`src/uvs_pkg.sv`:
```
// ----------------------------------------------------------------------------
// UV sphere package
// Shared constants, the arctangent table and the controller-datapath types.
// ----------------------------------------------------------------------------
package uvs_pkg;

  localparam int MAX_SECTORS  = 64;
  localparam int MAX_STACKS   = 64;
  localparam int FRAC_BITS    = 14;
  localparam int CORDIC_STEPS = 24;
  localparam int STEP_W       = 5;
  localparam int DIV_W        = 7;

  localparam logic [1:0] KIND_VERTEX   = 2'd0;
  localparam logic [1:0] KIND_TRIANGLE = 2'd1;
  localparam logic [1:0] KIND_DONE     = 2'd2;

  localparam logic [0:0] CFG_SECTORS = 1'b0;
  localparam logic [0:0] CFG_STACKS  = 1'b1;

  localparam logic [33:0] HALF_PI_Q30 = 34'd1686629713;
  localparam logic signed [33:0] CORDIC_X0 = 34'sd652032874;

  typedef struct packed {
    logic       start;
    logic [6:0] row;
    logic [6:0] col;
    logic [6:0] s_cnt;
    logic [6:0] t_cnt;
  } uvs_cmd_t;

  typedef struct packed {
    logic done;
  } uvs_sts_t;

  function automatic logic signed [33:0] atan_q30(input logic [STEP_W-1:0] k);
    logic signed [33:0] v;
    case (k)
      5'd0:  v = 34'sh3243F6A8;
      5'd1:  v = 34'sh1DAC6705;
      5'd2:  v = 34'sh0FADBAFC;
      5'd3:  v = 34'sh07F56EA6;
      5'd4:  v = 34'sh03FEAB76;
      5'd5:  v = 34'sh01FFD55B;
      5'd6:  v = 34'sh00FFFAAA;
      5'd7:  v = 34'sh007FFF55;
      5'd8:  v = 34'sh003FFFEA;
      5'd9:  v = 34'sh001FFFFD;
      5'd10: v = 34'sh000FFFFF;
      5'd11: v = 34'sh0007FFFF;
      5'd12: v = 34'sh0003FFFF;
      5'd13: v = 34'sh0001FFFF;
      5'd14: v = 34'sh0000FFFF;
      5'd15: v = 34'sh00007FFF;
      5'd16: v = 34'sh00003FFF;
      5'd17: v = 34'sh00001FFF;
      5'd18: v = 34'sh00000FFF;
      5'd19: v = 34'sh000007FF;
      5'd20: v = 34'sh000003FF;
      5'd21: v = 34'sh000001FF;
      5'd22: v = 34'sh000000FF;
      5'd23: v = 34'sh0000007F;
      default: v = '0;
    endcase
    return v;
  endfunction

endpackage

```
`src/uvs_if.sv`:
```
// ----------------------------------------------------------------------------
// UV sphere channels
// Valid/ready interfaces for the tick input and the mesh element output.
// ----------------------------------------------------------------------------
interface uvs_in_if;
  logic valid;
  logic ready;
  logic restart;
  modport source (output valid, output restart, input ready);
  modport sink   (input valid, input restart, output ready);
endinterface

interface uvs_out_if;
  logic               valid;
  logic               ready;
  logic [1:0]         kind;
  logic signed [15:0] pos_x;
  logic signed [15:0] pos_y;
  logic signed [15:0] pos_z;
  logic [16:0]        tex_s;
  logic [16:0]        tex_t;
  logic [12:0]        index_a;
  logic [12:0]        index_b;
  logic [12:0]        index_c;
  logic               last;
  modport source (output valid, output kind, output pos_x, output pos_y, output pos_z,
                  output tex_s, output tex_t, output index_a, output index_b,
                  output index_c, output last, input ready);
  modport sink   (input valid, input kind, input pos_x, input pos_y, input pos_z,
                  input tex_s, input tex_t, input index_a, input index_b,
                  input index_c, input last, output ready);
endinterface

```
`src/uvs_controller.sv`:
```
// ----------------------------------------------------------------------------
// UV sphere controller
// Mesh walk counters, triangle indexing and the output register.
// ----------------------------------------------------------------------------
module uvs_controller
  import uvs_pkg::*;
(
  input  logic               clk,
  input  logic               rst_n,
  input  logic [6:0]         sector_count,
  input  logic [6:0]         stack_count,
  uvs_in_if.sink             in_ch,
  uvs_out_if.source          out_ch,
  output uvs_cmd_t           cmd,
  input  uvs_sts_t           sts,
  input  logic signed [15:0] dp_x,
  input  logic signed [15:0] dp_y,
  input  logic signed [15:0] dp_z,
  input  logic [16:0]        dp_s,
  input  logic [16:0]        dp_t
);

  typedef enum logic [1:0] {ST_IDLE, ST_LAUNCH, ST_WAIT, ST_OUT} st_t;
  typedef enum logic [1:0] {PH_VERTEX, PH_TRIANGLE, PH_DONE} ph_t;

  st_t  state_r;
  ph_t  phase_r;
  logic [6:0]  row_r, col_r;
  logic        sec_r;
  logic [12:0] base_r;
  logic [6:0]  s_cl, t_cl;

  assign s_cl = (sector_count < 7'd3) ? 7'd3 :
                (sector_count > 7'(MAX_SECTORS)) ? 7'(MAX_SECTORS) : sector_count;
  assign t_cl = (stack_count < 7'd2) ? 7'd2 :
                (stack_count > 7'(MAX_STACKS)) ? 7'(MAX_STACKS) : stack_count;

  assign in_ch.ready = (state_r == ST_IDLE);

  // Combinational evaluation of one tick in triangle or done phase.
  ph_t  ph0;
  logic [6:0]  r0, c0, r1, c1, r2, c2;
  logic        s0, s1, s2, fin, emit;
  logic [12:0] b0, b1, b2, k1, k2;

  // Walk state and result fields that an accepted tick leaves behind.
  ph_t         phase_nxt;
  logic [6:0]  row_nxt, col_nxt;
  logic        sec_nxt;
  logic [12:0] base_nxt;
  logic [1:0]  kind_nxt;
  logic [12:0] index_a_nxt, index_b_nxt, index_c_nxt;
  logic        last_nxt;

  function automatic logic tri_ok(input logic [6:0] i, input logic sc, input logic [6:0] t);
    return sc ? (i != 7'(t - 7'd1)) : (i != 7'd0);
  endfunction

  always_comb begin
    r0 = in_ch.restart ? 7'd0 : row_r;
    c0 = in_ch.restart ? 7'd0 : col_r;
    s0 = in_ch.restart ? 1'b0 : sec_r;
    b0 = in_ch.restart ? 13'd0 : base_r;
    ph0 = in_ch.restart ? PH_VERTEX : phase_r;
    // Up to two skipped triangles.
    r1 = r0; c1 = c0; s1 = s0; b1 = b0;
    if (r0 < t_cl && !tri_ok(r0, s0, t_cl)) begin
      if (!s0) s1 = 1'b1;
      else begin
        s1 = 1'b0;
        if (c0 + 7'd1 >= s_cl) begin c1 = '0; r1 = r0 + 7'd1; b1 = b0 + 13'(s_cl) + 13'd1; end
        else c1 = c0 + 7'd1;
      end
    end
    r2 = r1; c2 = c1; s2 = s1; b2 = b1;
    if (r1 < t_cl && !tri_ok(r1, s1, t_cl)) begin
      if (!s1) s2 = 1'b1;
      else begin
        s2 = 1'b0;
        if (c1 + 7'd1 >= s_cl) begin c2 = '0; r2 = r1 + 7'd1; b2 = b1 + 13'(s_cl) + 13'd1; end
        else c2 = c1 + 7'd1;
      end
    end
    emit = (r2 < t_cl);
    k1 = b2 + 13'(c2);
    k2 = k1 + 13'(s_cl) + 13'd1;
    fin = (r2 == 7'(t_cl - 7'd1)) && (c2 >= 7'(s_cl - 7'd1)) && !s2;
  end

  // Next walk position and the result fields for the tick on the input.
  always_comb begin
    phase_nxt   = PH_DONE;
    row_nxt     = r2;
    col_nxt     = c2;
    sec_nxt     = s2;
    base_nxt    = b2;
    kind_nxt    = KIND_DONE;
    index_a_nxt = '0;
    index_b_nxt = '0;
    index_c_nxt = '0;
    last_nxt    = 1'b0;
    if (ph0 == PH_VERTEX) begin
      kind_nxt  = KIND_VERTEX;
      phase_nxt = PH_VERTEX;
      sec_nxt   = s0;
      base_nxt  = b0;
      if (c0 >= s_cl) begin
        col_nxt = '0;
        if (r0 >= t_cl) begin
          phase_nxt = PH_TRIANGLE;
          row_nxt   = '0;
          sec_nxt   = 1'b0;
          base_nxt  = '0;
        end else begin
          row_nxt = r0 + 7'd1;
        end
      end else begin
        col_nxt = c0 + 7'd1;
        row_nxt = r0;
      end
    end else if (ph0 == PH_TRIANGLE && emit) begin
      kind_nxt    = KIND_TRIANGLE;
      index_a_nxt = s2 ? k1 + 13'd1 : k1;
      index_b_nxt = k2;
      index_c_nxt = s2 ? k2 + 13'd1 : k1 + 13'd1;
      last_nxt    = fin;
      phase_nxt   = fin ? PH_DONE : PH_TRIANGLE;
      if (!fin) begin
        if (!s2) begin
          sec_nxt = 1'b1;
        end else begin
          sec_nxt = 1'b0;
          if (c2 + 7'd1 >= s_cl) begin
            col_nxt  = '0;
            row_nxt  = r2 + 7'd1;
            base_nxt = b2 + 13'(s_cl) + 13'd1;
          end else begin
            col_nxt = c2 + 7'd1;
          end
        end
      end
    end
  end

  always_ff @(posedge clk) begin
    if (!rst_n) begin
      state_r <= ST_IDLE;
      phase_r <= PH_VERTEX;
      row_r <= '0; col_r <= '0; sec_r <= 1'b0; base_r <= '0;
      out_ch.valid <= 1'b0;
      cmd.start <= 1'b0;
    end else begin
      cmd.start <= (state_r == ST_IDLE) && in_ch.valid && (ph0 == PH_VERTEX);
      case (state_r)
        ST_IDLE: begin
          if (in_ch.valid) begin
            row_r <= row_nxt; col_r <= col_nxt; sec_r <= sec_nxt; base_r <= base_nxt;
            phase_r <= phase_nxt;
            out_ch.kind <= kind_nxt;
            out_ch.pos_x <= '0; out_ch.pos_y <= '0; out_ch.pos_z <= '0;
            out_ch.tex_s <= '0; out_ch.tex_t <= '0;
            out_ch.index_a <= index_a_nxt;
            out_ch.index_b <= index_b_nxt;
            out_ch.index_c <= index_c_nxt;
            out_ch.last <= last_nxt;
            if (ph0 == PH_VERTEX) begin
              cmd.row <= r0; cmd.col <= c0; cmd.s_cnt <= s_cl; cmd.t_cnt <= t_cl;
              state_r <= ST_LAUNCH;
            end else begin
              out_ch.valid <= 1'b1;
              state_r <= ST_OUT;
            end
          end
        end
        ST_LAUNCH: state_r <= ST_WAIT;
        ST_WAIT: begin
          if (sts.done) begin
            out_ch.pos_x <= dp_x; out_ch.pos_y <= dp_y; out_ch.pos_z <= dp_z;
            out_ch.tex_s <= dp_s; out_ch.tex_t <= dp_t;
            out_ch.valid <= 1'b1;
            state_r <= ST_OUT;
          end
        end
        ST_OUT: begin
          if (out_ch.ready) begin
            out_ch.valid <= 1'b0;
            state_r <= ST_IDLE;
          end
        end
        default: state_r <= ST_IDLE;
      endcase
    end
  end

endmodule

```
`src/flat_wrapper.sv`:
```
// flat-port wrapper written by rule: the top's interface ports become plain ports
module uvs_controller_flat import uvs_pkg::*;
  (clk, rst_n, sector_count, stack_count, cmd, sts, dp_x, dp_y, dp_z, dp_s, dp_t, in_ch_valid, in_ch_restart, in_ch_ready, out_ch_valid, out_ch_kind, out_ch_pos_x, out_ch_pos_y, out_ch_pos_z, out_ch_tex_s, out_ch_tex_t, out_ch_index_a, out_ch_index_b, out_ch_index_c, out_ch_last, out_ch_ready);
  uvs_in_if in_ch_i ();
  uvs_out_if out_ch_i ();
  input  logic clk;
  input  logic rst_n;
  input  logic [6:0] sector_count;
  input  logic [6:0] stack_count;
  output uvs_cmd_t cmd;
  input  uvs_sts_t sts;
  input  logic signed [15:0] dp_x;
  input  logic signed [15:0] dp_y;
  input  logic signed [15:0] dp_z;
  input  logic [16:0] dp_s;
  input  logic [16:0] dp_t;
  input wire logic [$bits(in_ch_i.valid)-1:0] in_ch_valid;
  input wire logic [$bits(in_ch_i.restart)-1:0] in_ch_restart;
  output wire logic [$bits(in_ch_i.ready)-1:0] in_ch_ready;
  output wire logic [$bits(out_ch_i.valid)-1:0] out_ch_valid;
  output wire logic [$bits(out_ch_i.kind)-1:0] out_ch_kind;
  output wire logic [$bits(out_ch_i.pos_x)-1:0] out_ch_pos_x;
  output wire logic [$bits(out_ch_i.pos_y)-1:0] out_ch_pos_y;
  output wire logic [$bits(out_ch_i.pos_z)-1:0] out_ch_pos_z;
  output wire logic [$bits(out_ch_i.tex_s)-1:0] out_ch_tex_s;
  output wire logic [$bits(out_ch_i.tex_t)-1:0] out_ch_tex_t;
  output wire logic [$bits(out_ch_i.index_a)-1:0] out_ch_index_a;
  output wire logic [$bits(out_ch_i.index_b)-1:0] out_ch_index_b;
  output wire logic [$bits(out_ch_i.index_c)-1:0] out_ch_index_c;
  output wire logic [$bits(out_ch_i.last)-1:0] out_ch_last;
  input wire logic [$bits(out_ch_i.ready)-1:0] out_ch_ready;
  assign in_ch_i.valid = in_ch_valid;
  assign in_ch_i.restart = in_ch_restart;
  assign in_ch_ready = in_ch_i.ready;
  assign out_ch_valid = out_ch_i.valid;
  assign out_ch_kind = out_ch_i.kind;
  assign out_ch_pos_x = out_ch_i.pos_x;
  assign out_ch_pos_y = out_ch_i.pos_y;
  assign out_ch_pos_z = out_ch_i.pos_z;
  assign out_ch_tex_s = out_ch_i.tex_s;
  assign out_ch_tex_t = out_ch_i.tex_t;
  assign out_ch_index_a = out_ch_i.index_a;
  assign out_ch_index_b = out_ch_i.index_b;
  assign out_ch_index_c = out_ch_i.index_c;
  assign out_ch_last = out_ch_i.last;
  assign out_ch_i.ready = out_ch_ready;
  uvs_controller u_core (.clk(clk), .rst_n(rst_n), .sector_count(sector_count), .stack_count(stack_count), .in_ch(in_ch_i), .out_ch(out_ch_i), .cmd(cmd), .sts(sts), .dp_x(dp_x), .dp_y(dp_y), .dp_z(dp_z), .dp_s(dp_s), .dp_t(dp_t));
endmodule
```
`config.mk`:
```
export PLATFORM = sky130hd
export DESIGN_NAME = uvs_controller_flat
export DESIGN_NICKNAME = d
export VERILOG_FILES = /design/src/uvs_pkg.sv /design/src/uvs_if.sv /design/src/uvs_controller.sv /design/src/flat_wrapper.sv
export SDC_FILE = /design/constraint.sdc
export NUM_CORES = 1
export LEC_CHECK = 0
export BUFFER_PORTS_ARGS = -buffer_cell sky130_fd_sc_hd__buf_2
export CAP_MARGIN = 25
export CORE_MARGIN = 8
export CORE_UTILIZATION = 61
export CTS_CLUSTER_SIZE = 16
export DETAILED_ROUTE_END_ITERATION = 16
export PLACE_DENSITY = 0.91
export SLEW_MARGIN = 0
export SYNTH_ARGS = -nofsm -noshare
export SYNTH_HDL_FRONTEND = slang
export SYNTH_SLANG_ARGS = --single-unit
```
`constraint.sdc`:
```
create_clock -name clk -period 24.5 [get_ports clk]
set_input_delay 4.9 -clock clk [delete_from_list [all_inputs] [get_ports clk]]
set_output_delay 4.9 -clock clk [all_outputs]
set_load 0.01 [all_outputs]
```
==> results_dict.tcl, run 1 <==
set metrics [dict create \
    grt_pass1_wl_mm 62.4 \
    critPathArrivalTime_ns 15.70 \
    count_of_pins_on_the_block_boundary 257 \
    cts.repair.resized 0 \
    synth.top_cells.by_area "edfxtp_1, ha_1, xnor2_1" \
    postSynth.topFlopCell "edfxtp_1" \
    hold_class "flip-flop to flip-flop" \
    max_stage_delay_ns 0.76 \
    wl_per_cell_um 21.2 \
    tritoncts "built" \
    setup_violations 0 \
    nFillCells 1527 \
    placeableCoreArea_um2 21600 \
    syn_nets 1599 \
    hold-path-cell-count 2 \
    timing_hold_violations_final 0 \
    p_per_area_nw_per_um2 75.4 \
    hpwlAfterDp_mm 30.4 \
    final.setup_skew_ns 0.0216 \
    via_per_inst 6.19 \
    timing.critical_path.slowest_stage_cell "a211oi_4" \
    setup.worst_path.class "input pin to flip-flop" \
    clock_latency_ns 0.45 \
    cp-end-kind "flip-flop" \
    r2r_cells 41 \
    period_minus_ws_final_ns 15.52 \
    gp_congestion 1.01 \
    rsz0062_at_grt "false" \
    cap_viol_max_count 0 \
    slew_limit_headroom_pct 32.2 \
    postSynth.asyncResetShare_pct 0 \
    post-cts-setup-buffers 0 \
    clkSinkCount 186 \
    synth.yosys.seq_area_share_pct 39.6 \
    fmaxAchievable_ghz 0.0644 \
    pre_cts_worst_setup_slack_ns 8.37 \
    number_of_global_route_vias_before_repair 11362 \
    post-route-drc-count 0 \
    initial_core_util_pct 61.5 \
    number_of_enable_type_register_cells_in_the_synthesized_netlist 152 \
    commonest_non_fill_non_tap_cells_in_the_layout "buf_2, edfxtp_1, nor2_1" \
    growth_of_design_area_from_synthesis_to_finish_pct 16.6 \
    postSynthAreaPerCell_um2 9.56 \
    clock-root-buffer "clkbuf_16" \
    postSynthCellCount 1386 \
    synthDominantCellAreaShare_pct 34.5 \
    fp.dieArea_um2 26700 \
    totalWireLength_mm 40.5 \
    critical_path.startpoint_type "input pin" \
    syn-cell-area_um2 13200 \
    num_antenna_cells 0 \
    power.static_leakage_nw 6.52 \
    final.setup.tns_ns 0 \
    drive_above_1_share_pct 21.0 \
    path_clk_slew_ns 0.08 \
    leading_cell_type_in_the_layout_fill_and_taps_excluded "buf_2" \
    cts-buffers-inserted 17 \
    timing.critical_path.fanout_max 36 \
    layout.cell_area.non_filler_um2 15400 \
    groute.usage.overall_pct 29.7 \
    max_slew.worst_pin.slew_ns 1.02 \
    synth-warning-count 0 \
    antenna_violating_nets_post_route 0 \
    cts_max_path_buffers 2 \
    postLayoutSetupSlackWorst_ns 8.98 \
    drt_iter0_markers 1324 \
    timing.critical_path.mode_cell "ha_1" \
    overflow 0 \
    postSynthRegisterBits 186 \
    height_of_the_die_um 163 \
    worst_ep_required_time_ns 24.68 \
    floorplan.rows 54 \
    finalMaxSlewViolations 0 \
    ctsHtreeMaxLevel 4 \
    netlist.top_cell.by_area "edfxtp_1" \
    firstDrtPassIters 6 \
    num-nets-final 1833 \
    placement.cell_area_um2 14800 \
    detailroute.via_count 11839 \
    post_synth_num_cell_types 90 \
    io_buffers 256 \
    report.power.total_w 0.00117 \
    post-route-period-util_pct 63.4 \
    die_x_um 163 \
    holdBufCountCts 0 \
    grt_max_degree 84 \
    outcome "complete, no violations" \
    ir_worst_vdd_mv 0.0545 \
    number_of_antenna_violations_at_the_first_check_in_global_routing 0 \
]
[synth_stat cells (6+ instances only)]
library cell and instances:
a21o_1 27, dfxtp_1 34, xnor2_1 86, o21ai_0 50, a21boi_0 6, a221oi_1 11, a22oi_1 10, or3_1 9
o2111ai_1 7, nor2_1 122, nand2b_1 25, nand3_1 47, a21oi_1 68, ha_1 106, mux2i_1 12, mux2_2 8
nand2_1 106, o21a_1 10, a211oi_1 14, edfxtp_1 152, nor2b_1 43, inv_1 63, and2_1 93, o211ai_1 11
inv_2 6, a31oi_1 8, nor3_1 28, clkbuf_1 45, xor2_1 31, nand4_1 14, buf_2 8, and3_1 8
[per-stage QoR]
stage / instances / util [%] / hold WS [ns]
finish: 1913 / 71.7 / 0.461
global route: 1913 / 71.7 / 0.497
CTS: 1912 / 71.6 / 0.459
detailed placement: 1880 / 68.7 / 0.447
global placement: 1879 / 68.6 / 0.445
floorplan: 1386 / - / 0.432
[kinds of logic after synthesis]
group | count (synthesis) | synth area share [%]
buffers and inverters | 127 | 3.71
adders and majority gates | 112 | 10.8
and+or+nand+nor | 537 | 21.2
AOI/OAI and AO/OA | 284 | 14.8
muxes | 21 | 1.69
xor gates and xnor gates | 119 | 8.11
DFF | 186 | 39.6
[where the power goes]
group,leakage (nW),switching (W),internal [W]
registers,1.73,0.0000222,0.000421
logic,4.48,0.000275,0.000149
clock network,0.309,0.000148,0.000150
[area by class of cell]
class / instances / area (um^2) / area share [%]
timing repair buffer: 273 / 1420 / 9.19
clock inverter: 15 / 213 / 1.38
sequential: 186 / 5250 / 34.0
inverter: 69 / 259 / 1.68
tap: 280 / 350 / 2.27
clock buffer: 17 / 425 / 2.75
multi-input combinational: 1073 / 7530 / 48.8
[path summary, 6_finish.rpt]
check                                   end              from  slack, ns
setup / recovery  u_core.out_ch.index_c[12]     in_ch_restart       8.98
hold reg to reg            u_core.base_r[2]  u_core.base_r[2]       0.46
setup reg to reg  u_core.out_ch.index_c[12]   u_core.col_r[0]      13.49
hold / removal             u_core.base_r[2]  u_core.base_r[2]       0.46
[sequential cells by signal, summed over array words and instances, names as in the netlist]
signal                 flops
u_core.out_ch.kind         2
u_core.row_r               7
u_core.out_ch.index_a     13
u_core.state_r             2
u_core.out_ch.tex_t       17
u_core.out_ch.pos_y       16
u_core.base_r             13
u_core.out_ch.pos_x       16
u_core.cmd                29
u_core.phase_r             2
u_core.sec_r               1
u_core.out_ch.pos_z       16
u_core.out_ch.index_c     13
u_core.out_ch.tex_s       17
u_core.out_ch.valid        1
u_core.col_r               7
u_core.out_ch.index_b     13
u_core.out_ch.last         1
[critical path: cells and delay by family]
kind,cells,cell delay [ns]
AND/OR/NAND/NOR,16,3.47
AO/OA/AOI/OAI,10,2.58
buffers and inverters,6,1.58
multiplexers,3,1.25
XOR/XNOR,2,0.36
adder cells (fa/ha/maj),5,1.54
[metal layers]
metal	part of all wire, %	GRT usage (%)	wire length (um)	up-vias
met1	38	35.4	15400	5607
met4	4.3	14.1	1730	0
met3	9.4	5.65	3800	134
li1	-	-	-	5471
met2	48	50.9	19600	627
met5	0	0	0	-
No activity file was read; power rests on OpenSTA's default activity.
==> run 2: changes to the inputs <==
--- a/config.mk
+++ b/config.mk
@@ -5,13 +5,14 @@
 export SDC_FILE = /design/constraint.sdc
 export NUM_CORES = 1
 export LEC_CHECK = 0
+export ABC_AREA = 1
 export BUFFER_PORTS_ARGS = -buffer_cell sky130_fd_sc_hd__buf_2
 export CAP_MARGIN = 25
 export CORE_MARGIN = 8
-export CORE_UTILIZATION = 61
+export CORE_UTILIZATION = 52
 export CTS_CLUSTER_SIZE = 16
 export DETAILED_ROUTE_END_ITERATION = 16
-export PLACE_DENSITY = 0.91
+export PLACE_DENSITY = 0.82
 export SLEW_MARGIN = 0
 export SYNTH_ARGS = -nofsm -noshare
 export SYNTH_HDL_FRONTEND = slang
==> constraint.sdc (replaced) <==
create_clock -name clk -period 13.7 [get_ports clk]
set_input_delay 2.74 -clock clk [delete_from_list [all_inputs] [get_ports clk]]
set_output_delay 2.74 -clock clk [all_outputs]
set_load 0.01 [all_outputs]
==> results_dict.tcl, run 2 <==
set metrics [dict create \
    drive_above_1_share_pct 20.8 \
    synth_commonest_cells "nand2_1, inv_1, edfxtp_1" \
    post-route-period-util_pct 91.4 \
    final.setup_skew_ns 0.0256 \
    antenna_violating_nets_post_route 0 \
    timing.rr.end "u_core.row_r[6]" \
    postSynth.asyncResetShare_pct 0 \
    cp-endpoint "u_core.row_r[6]" \
    timing.critical_path.mode_cell "inv_1" \
    num-nets-final 2259 \
    layout.cell_area.non_filler_um2 16300 \
    count_of_pins_on_the_block_boundary 257 \
    synth-warning-count 0 \
    post-route-drc-count 0 \
    synthDominantCellAreaShare_pct 32.4 \
    clkSinkCount 186 \
    synth.top_cells.by_area "edfxtp_1, nand2_1, ha_1" \
    cap_viol_max_count 0 \
    cts_max_path_buffers 2 \
    wl_per_cell_um 17.6 \
    synth.yosys.seq_area_share_pct 37.2 \
    crit_path_from "in_ch_restart" \
    height_of_the_die_um 181 \
    tritoncts "built" \
    ff2ff_setup_slack_ns 3.48 \
    firstDrtPassIters 8 \
    max_stage_delay_ns 0.55 \
    setup_violations 0 \
    timing.critical_path.fanout_max 24 \
    growth_of_design_area_from_synthesis_to_finish_pct 15.9 \
    combPwrFrac_pct 67.7 \
    final_util_pct 60.9 \
    internal-power_w 0.00192 \
    overflow 0 \
    clock_latency_ns 0.45 \
    largest_register_ffs 29 \
    max_slew.worst_pin.slew_ns 1.03 \
    r2r_cells 47 \
    path_clk_slew_ns 0.07 \
    clock_power_share_pct 12.0 \
    outcome "complete, no violations" \
    post-cts-setup-buffers 0 \
    postSynthRegisterBits 186 \
    power.static_leakage_nw 8.39 \
    post_synth_num_cell_types 65 \
    p_per_area_nw_per_um2 255 \
    net_switching_fraction_of_the_power_pct 54.0 \
    hold_class "flip-flop to flip-flop" \
    slew_limit_headroom_pct 30.6 \
    cts-buffers-inserted 17 \
    rsz0062_at_grt "false" \
    finalMaxSlewViolations 0 \
    timing_hold_violations_final 0 \
    number_of_global_route_vias_before_repair 12592 \
    critical_path.startpoint_type "input pin" \
    totalWireLength_mm 42.4 \
    groute.usage.overall_pct 25.0 \
    ctsHtreeMaxLevel 4 \
    postSynthCellCount 1805 \
    placeableCoreArea_um2 26800 \
    yosys.cell_count.top_type "nand2_1" \
    setup.worst_path.class "input pin to flip-flop" \
    number_of_enable_type_register_cells_in_the_synthesized_netlist 152 \
    die_x_um 181 \
    power.share.sequential_pct 20.3 \
    postSynthAreaPerCell_um2 7.81 \
    worst_ep_required_time_ns 14.05 \
    initial_core_util_pct 52.6 \
    gp_congestion 0.967 \
    syn_nets 2018 \
    hpwlAfterDp_mm 33.2 \
    clock-root-buffer "clkbuf_16" \
    io_buffers 256 \
    placement.cell_area_um2 15700 \
    non_filler_cells_in_the_finished_layout 2401 \
    leading_cell_type_in_the_layout_fill_and_taps_excluded "nand2_1" \
    via_per_inst 5.56 \
    holdBufCountCts 0 \
    timing.critical_path.slowest_stage_cell "nand3_1" \
    fmaxAchievable_ghz 0.0799 \
    hold-path-cell-count 2 \
    final.setup.tns_ns 0 \
    largest_register "u_core.cmd" \
    netlist.top_cell.by_area "edfxtp_1" \
    netSwitchingPower_w 0.00225 \
    grt_max_degree 83 \
    detailroute.via_count 13338 \
    grt_pass1_wl_mm 66.4 \
    dpl.cell_count 2368 \
    syn-cell-area_um2 14100 \
    commonest_non_fill_non_tap_cells_in_the_layout "nand2_1, inv_1, buf_2" \
    number_of_antenna_violations_at_the_first_check_in_global_routing 1 \
    period_minus_ws_final_ns 12.52 \
    ir_worst_vdd_mv 0.147 \
    postLayoutSetupSlackWorst_ns 1.18 \
    fp.dieArea_um2 32600 \
    critPathArrivalTime_ns 12.87 \
    floorplan.rows 60 \
    reg_top3 "u_core.cmd x29, u_core.out_ch.tex_s x17, u_core.out_ch.tex_t x17" \
    cp-end-kind "flip-flop" \
    pre_cts_worst_setup_slack_ns 1.04 \
    drt_iter0_markers 1285 \
    r2r_start "u_core.col_r[1]" \
    postSynth.topFlopCell "edfxtp_1" \
    cts.repair.resized 0 \
]
run 2: metal layers:
| metal | share of wire [%] | global-route usage [%] | wire [um] |
|---|---|---|---|
| met1 | 40 | 31.0 | 17000 |
| met2 | 47 | 42.4 | 20100 |
| met3 | 9.1 | 4.60 | 3860 |
| met4 | 3.3 | 10.1 | 1390 |
| met5 | 0 | 0 | 0 |
run 2: logic make-up (layout without fill, tap and decap cells):
family | Yosys count | count (layout) | synth area share [%]
XOR/XNOR | 68 | 68 | 4.60
flip-flops | 186 | 186 | 37.2
adder cells (fa/ha/maj) | 112 | 112 | 10.2
buffers and inverters | 371 | 625 | 10.1
AO/OA/AOI/OAI | 315 | 315 | 13.2
multiplexers | 1 | 1 | 0.0711
AND/OR/NAND/NOR | 752 | 752 | 24.6
other | 0 | 1 | 0
run 2: layout make-up:
cell class              count  area, um^2
fillers                  2336       10500
multi-input cells        1248        7440
flip-flops and latches    186        5250
repair buffers            268        1390
inverters                 325        1230
well taps                 341         427
clock buffers              17         425
clock inverters            15         171
diodes                      1        2.50
run 2: worst min-delay path by stage:
stage / from / end / slack [ns]
final: u_core.col_r[4] / u_core.col_r[4] / 0.50
after global routing: u_core.col_r[1] / u_core.col_r[1] / 0.52
after CTS: u_core.col_r[4] / u_core.col_r[4] / 0.49
after detailed placement: u_core.col_r[4] / u_core.col_r[4] / 0.48
after global placement: u_core.phase_r[0] / u_core.phase_r[0] / 0.48
after floorplan: u_core.col_r[4] / u_core.col_r[4] / 0.45
run 2: worst max-delay path: cells and delay by family:
kind | cells | cell delay [ns]
xor+xnor | 3 | 0.91
compound gates | 8 | 1.11
buf+inv | 11 | 2.27
simple gates | 22 | 4.66
fa+ha+maj | 4 | 1.14
run 2: through the flow:
step                power [W]  hold slack, ns
finish                0.00417           0.496
CTS                   0.00414           0.493
detailed placement    0.00362           0.480
global placement      0.00354           0.478
global route          0.00452           0.516
floorplan             0.00296           0.453
run 2: power groups by stage:
stage / registers (W) / clock network [W] / logic (W)
5_1_grt: 0.000861 / 0.000523 / 0.00313
3_3_place_gp: 0.000857 / 0 / 0.00269
6_report: 0.000847 / 0.000499 / 0.00282
4_1_cts: 0.000848 / 0.000504 / 0.00279
2_1_floorplan: 0.000934 / 0 / 0.00203
3_5_place_dp: 0.000860 / 0 / 0.00276
==> run 3: changes to the inputs <==
--- a/config.mk
+++ b/config.mk
@@ -6,7 +6,7 @@
 export NUM_CORES = 1
 export LEC_CHECK = 0
 export ABC_AREA = 1
-export BUFFER_PORTS_ARGS = -buffer_cell sky130_fd_sc_hd__buf_2
+export BUFFER_PORTS_ARGS = -buffer_cell sky130_fd_sc_hd__buf_4
 export CAP_MARGIN = 25
 export CORE_MARGIN = 8
 export CORE_UTILIZATION = 52
==> results_dict.tcl, run 3 (synthesized netlist as in run 2, its figures left out) <==
set metrics [dict create \
    die_x_um 181 \
    tritoncts "built" \
    final_util_pct 63.5 \
    worst_ep_required_time_ns 13.86 \
    critical_path.startpoint_type "input pin" \
    layout.cell_area.non_filler_um2 17000 \
    placement.cell_area_um2 16400 \
    final.setup.tns_ns 0 \
    net_switching_fraction_of_the_power_pct 53.6 \
    timing.critical_path.fanout_max 22 \
    largest_register "u_core.cmd" \
    power.share.sequential_pct 19.9 \
    totalWireLength_mm 42.9 \
    non_filler_cells_in_the_finished_layout 2401 \
    hpwlAfterDp_mm 33.3 \
    clock_power_share_pct 12.1 \
    timing.critical_path.mode_cell "inv_1" \
    post-route-drc-count 0 \
    path_clk_slew_ns 0.08 \
    placeableCoreArea_um2 26800 \
    grt_pass1_wl_mm 67.4 \
    internal-power_w 0.00199 \
    finalMaxSlewViolations 0 \
    fp.dieArea_um2 32600 \
    num_antenna_cells 0 \
    initial_core_util_pct 52.6 \
    clock-root-buffer "clkbuf_16" \
    period_minus_ws_final_ns 12.35 \
    largest_register_ffs 29 \
    netSwitchingPower_w 0.00230 \
    overflow 0 \
    gp_congestion 1.01 \
    post-cts-setup-buffers 0 \
    setup_violations 0 \
    timing_hold_violations_final 0 \
    final.setup_skew_ns 0.0151 \
    p_per_area_nw_per_um2 253 \
    max_slew.worst_pin.slew_ns 1.02 \
    cp-end-kind "flip-flop" \
    groute.usage.overall_pct 25.6 \
    cts.repair.resized 0 \
    firstDrtPassIters 6 \
    critPathArrivalTime_ns 12.51 \
    clkSinkCount 186 \
    commonest_non_fill_non_tap_cells_in_the_layout "nand2_1, inv_1, buf_4" \
    timing.critical_path.slowest_stage_cell "nand3_1" \
    hold_class "flip-flop to flip-flop" \
    via_per_inst 5.52 \
    dpl.cell_count 2369 \
    grt_max_degree 85 \
    pre_cts_worst_setup_slack_ns 1.12 \
    ctsHtreeMaxLevel 4 \
    antenna_violating_nets_post_route 0 \
    drive_above_1_share_pct 20.9 \
    rsz0062_at_grt "false" \
    holdBufCountCts 0 \
    detailroute.via_count 13254 \
    io_buffers 256 \
    cts_max_path_buffers 2 \
    post-route-period-util_pct 90.2 \
    floorplan.rows 60 \
    height_of_the_die_um 181 \
    fmaxAchievable_ghz 0.0810 \
    number_of_antenna_violations_at_the_first_check_in_global_routing 1 \
    outcome "complete, no violations" \
    postLayoutSetupSlackWorst_ns 1.35 \
    ir_worst_vdd_mv 0.173 \
    clock_latency_ns 0.45 \
    power.static_leakage_nw 8.62 \
    leading_cell_type_in_the_layout_fill_and_taps_excluded "nand2_1" \
    slew_limit_headroom_pct 31.7 \
    drt_iter0_markers 1216 \
    cap_viol_max_count 0 \
    reg_top3 "u_core.cmd x29, u_core.out_ch.tex_s x17, u_core.out_ch.tex_t x17" \
    cts-buffers-inserted 17 \
    wl_per_cell_um 17.9 \
    num-nets-final 2260 \
    setup.worst_path.class "input pin to flip-flop" \
    max_stage_delay_ns 0.51 \
    growth_of_design_area_from_synthesis_to_finish_pct 20.8 \
    count_of_pins_on_the_block_boundary 257 \
    number_of_global_route_vias_before_repair 12689 \
    combPwrFrac_pct 68.0 \
]
-- run 3: cell types whose count changed in the layout (fill, tap and decap cells not counted) --
cell and change:
buf_4 +257, buf_2 -256, clkinv_4 -2, clkinv_8 +2, inv_12 +2, inv_8 -2
clkinv_1 -1, diode_2 -1, inv_6 +1, o21ai_1 -1, o21ai_2 +1
-- run 3: metal layers --
metal	global-route usage [%]	up-vias	part of all wire [%]	routed length (um)
met5	0	-	0.023	10
met4	9.46	2	2.8	1210
met3	4.74	83	8.4	3610
met2	43.5	607	48	20400
met1	32.1	6103	41	17600
li1	-	6459	-	-
-- run 3: cell type report --
| type | count | area [um^2] |
|---|---|---|
| clock buffer | 17 | 425 |
| clock inverter | 15 | 201 |
| fill | 2278 | 9790 |
| inverter | 325 | 1230 |
| multi-input combinational | 1248 | 7450 |
| sequential | 186 | 5250 |
| tap | 341 | 427 |
| timing repair buffer | 269 | 2040 |
-- run 3: final timing paths --
path                         from                         to  slack [ns]  depth (start not counted)
setup / recovery    in_ch_restart  u_core.out_ch.index_c[10]        1.35                         55
hold / removal    u_core.col_r[4]            u_core.col_r[4]        0.49                          2
setup reg to reg  u_core.col_r[1]  u_core.out_ch.index_c[10]        3.55                         54
hold reg to reg   u_core.col_r[4]            u_core.col_r[4]        0.49                          2
-- run 3: through the flow --
| stage | hold WS (ns) | total power (W) |
|---|---|---|
| 2_1_floorplan | 0.453 | 0.00296 |
| 3_3_place_gp | 0.485 | 0.00361 |
| 3_5_place_dp | 0.482 | 0.00371 |
| 4_1_cts | 0.495 | 0.00426 |
| 5_1_grt | 0.507 | 0.00463 |
| 6_report | 0.494 | 0.00430 |
-- run 3: power by group through the flow --
| stage | registers (W) | clock network [W] | logic, W |
|---|---|---|---|
| after floorplan | 0.000934 | 0 | 0.00203 |
| after global placement | 0.000863 | 0 | 0.00275 |
| after detailed placement | 0.000868 | 0 | 0.00284 |
| after CTS | 0.000856 | 0.000529 | 0.00288 |
| after global routing | 0.000869 | 0.000549 | 0.00321 |
| final | 0.000855 | 0.000521 | 0.00292 |
-- run 3: critical path: cells and delay by family --
| family | cells | cell delay (ns) |
|---|---|---|
| adder cells (fa/ha/maj) | 6 | 1.84 |
| AND/OR/NAND/NOR | 25 | 4.24 |
| buffers and inverters | 14 | 1.61 |
| XOR/XNOR | 3 | 0.69 |
| AO/OA/AOI/OAI | 7 | 1.38 |
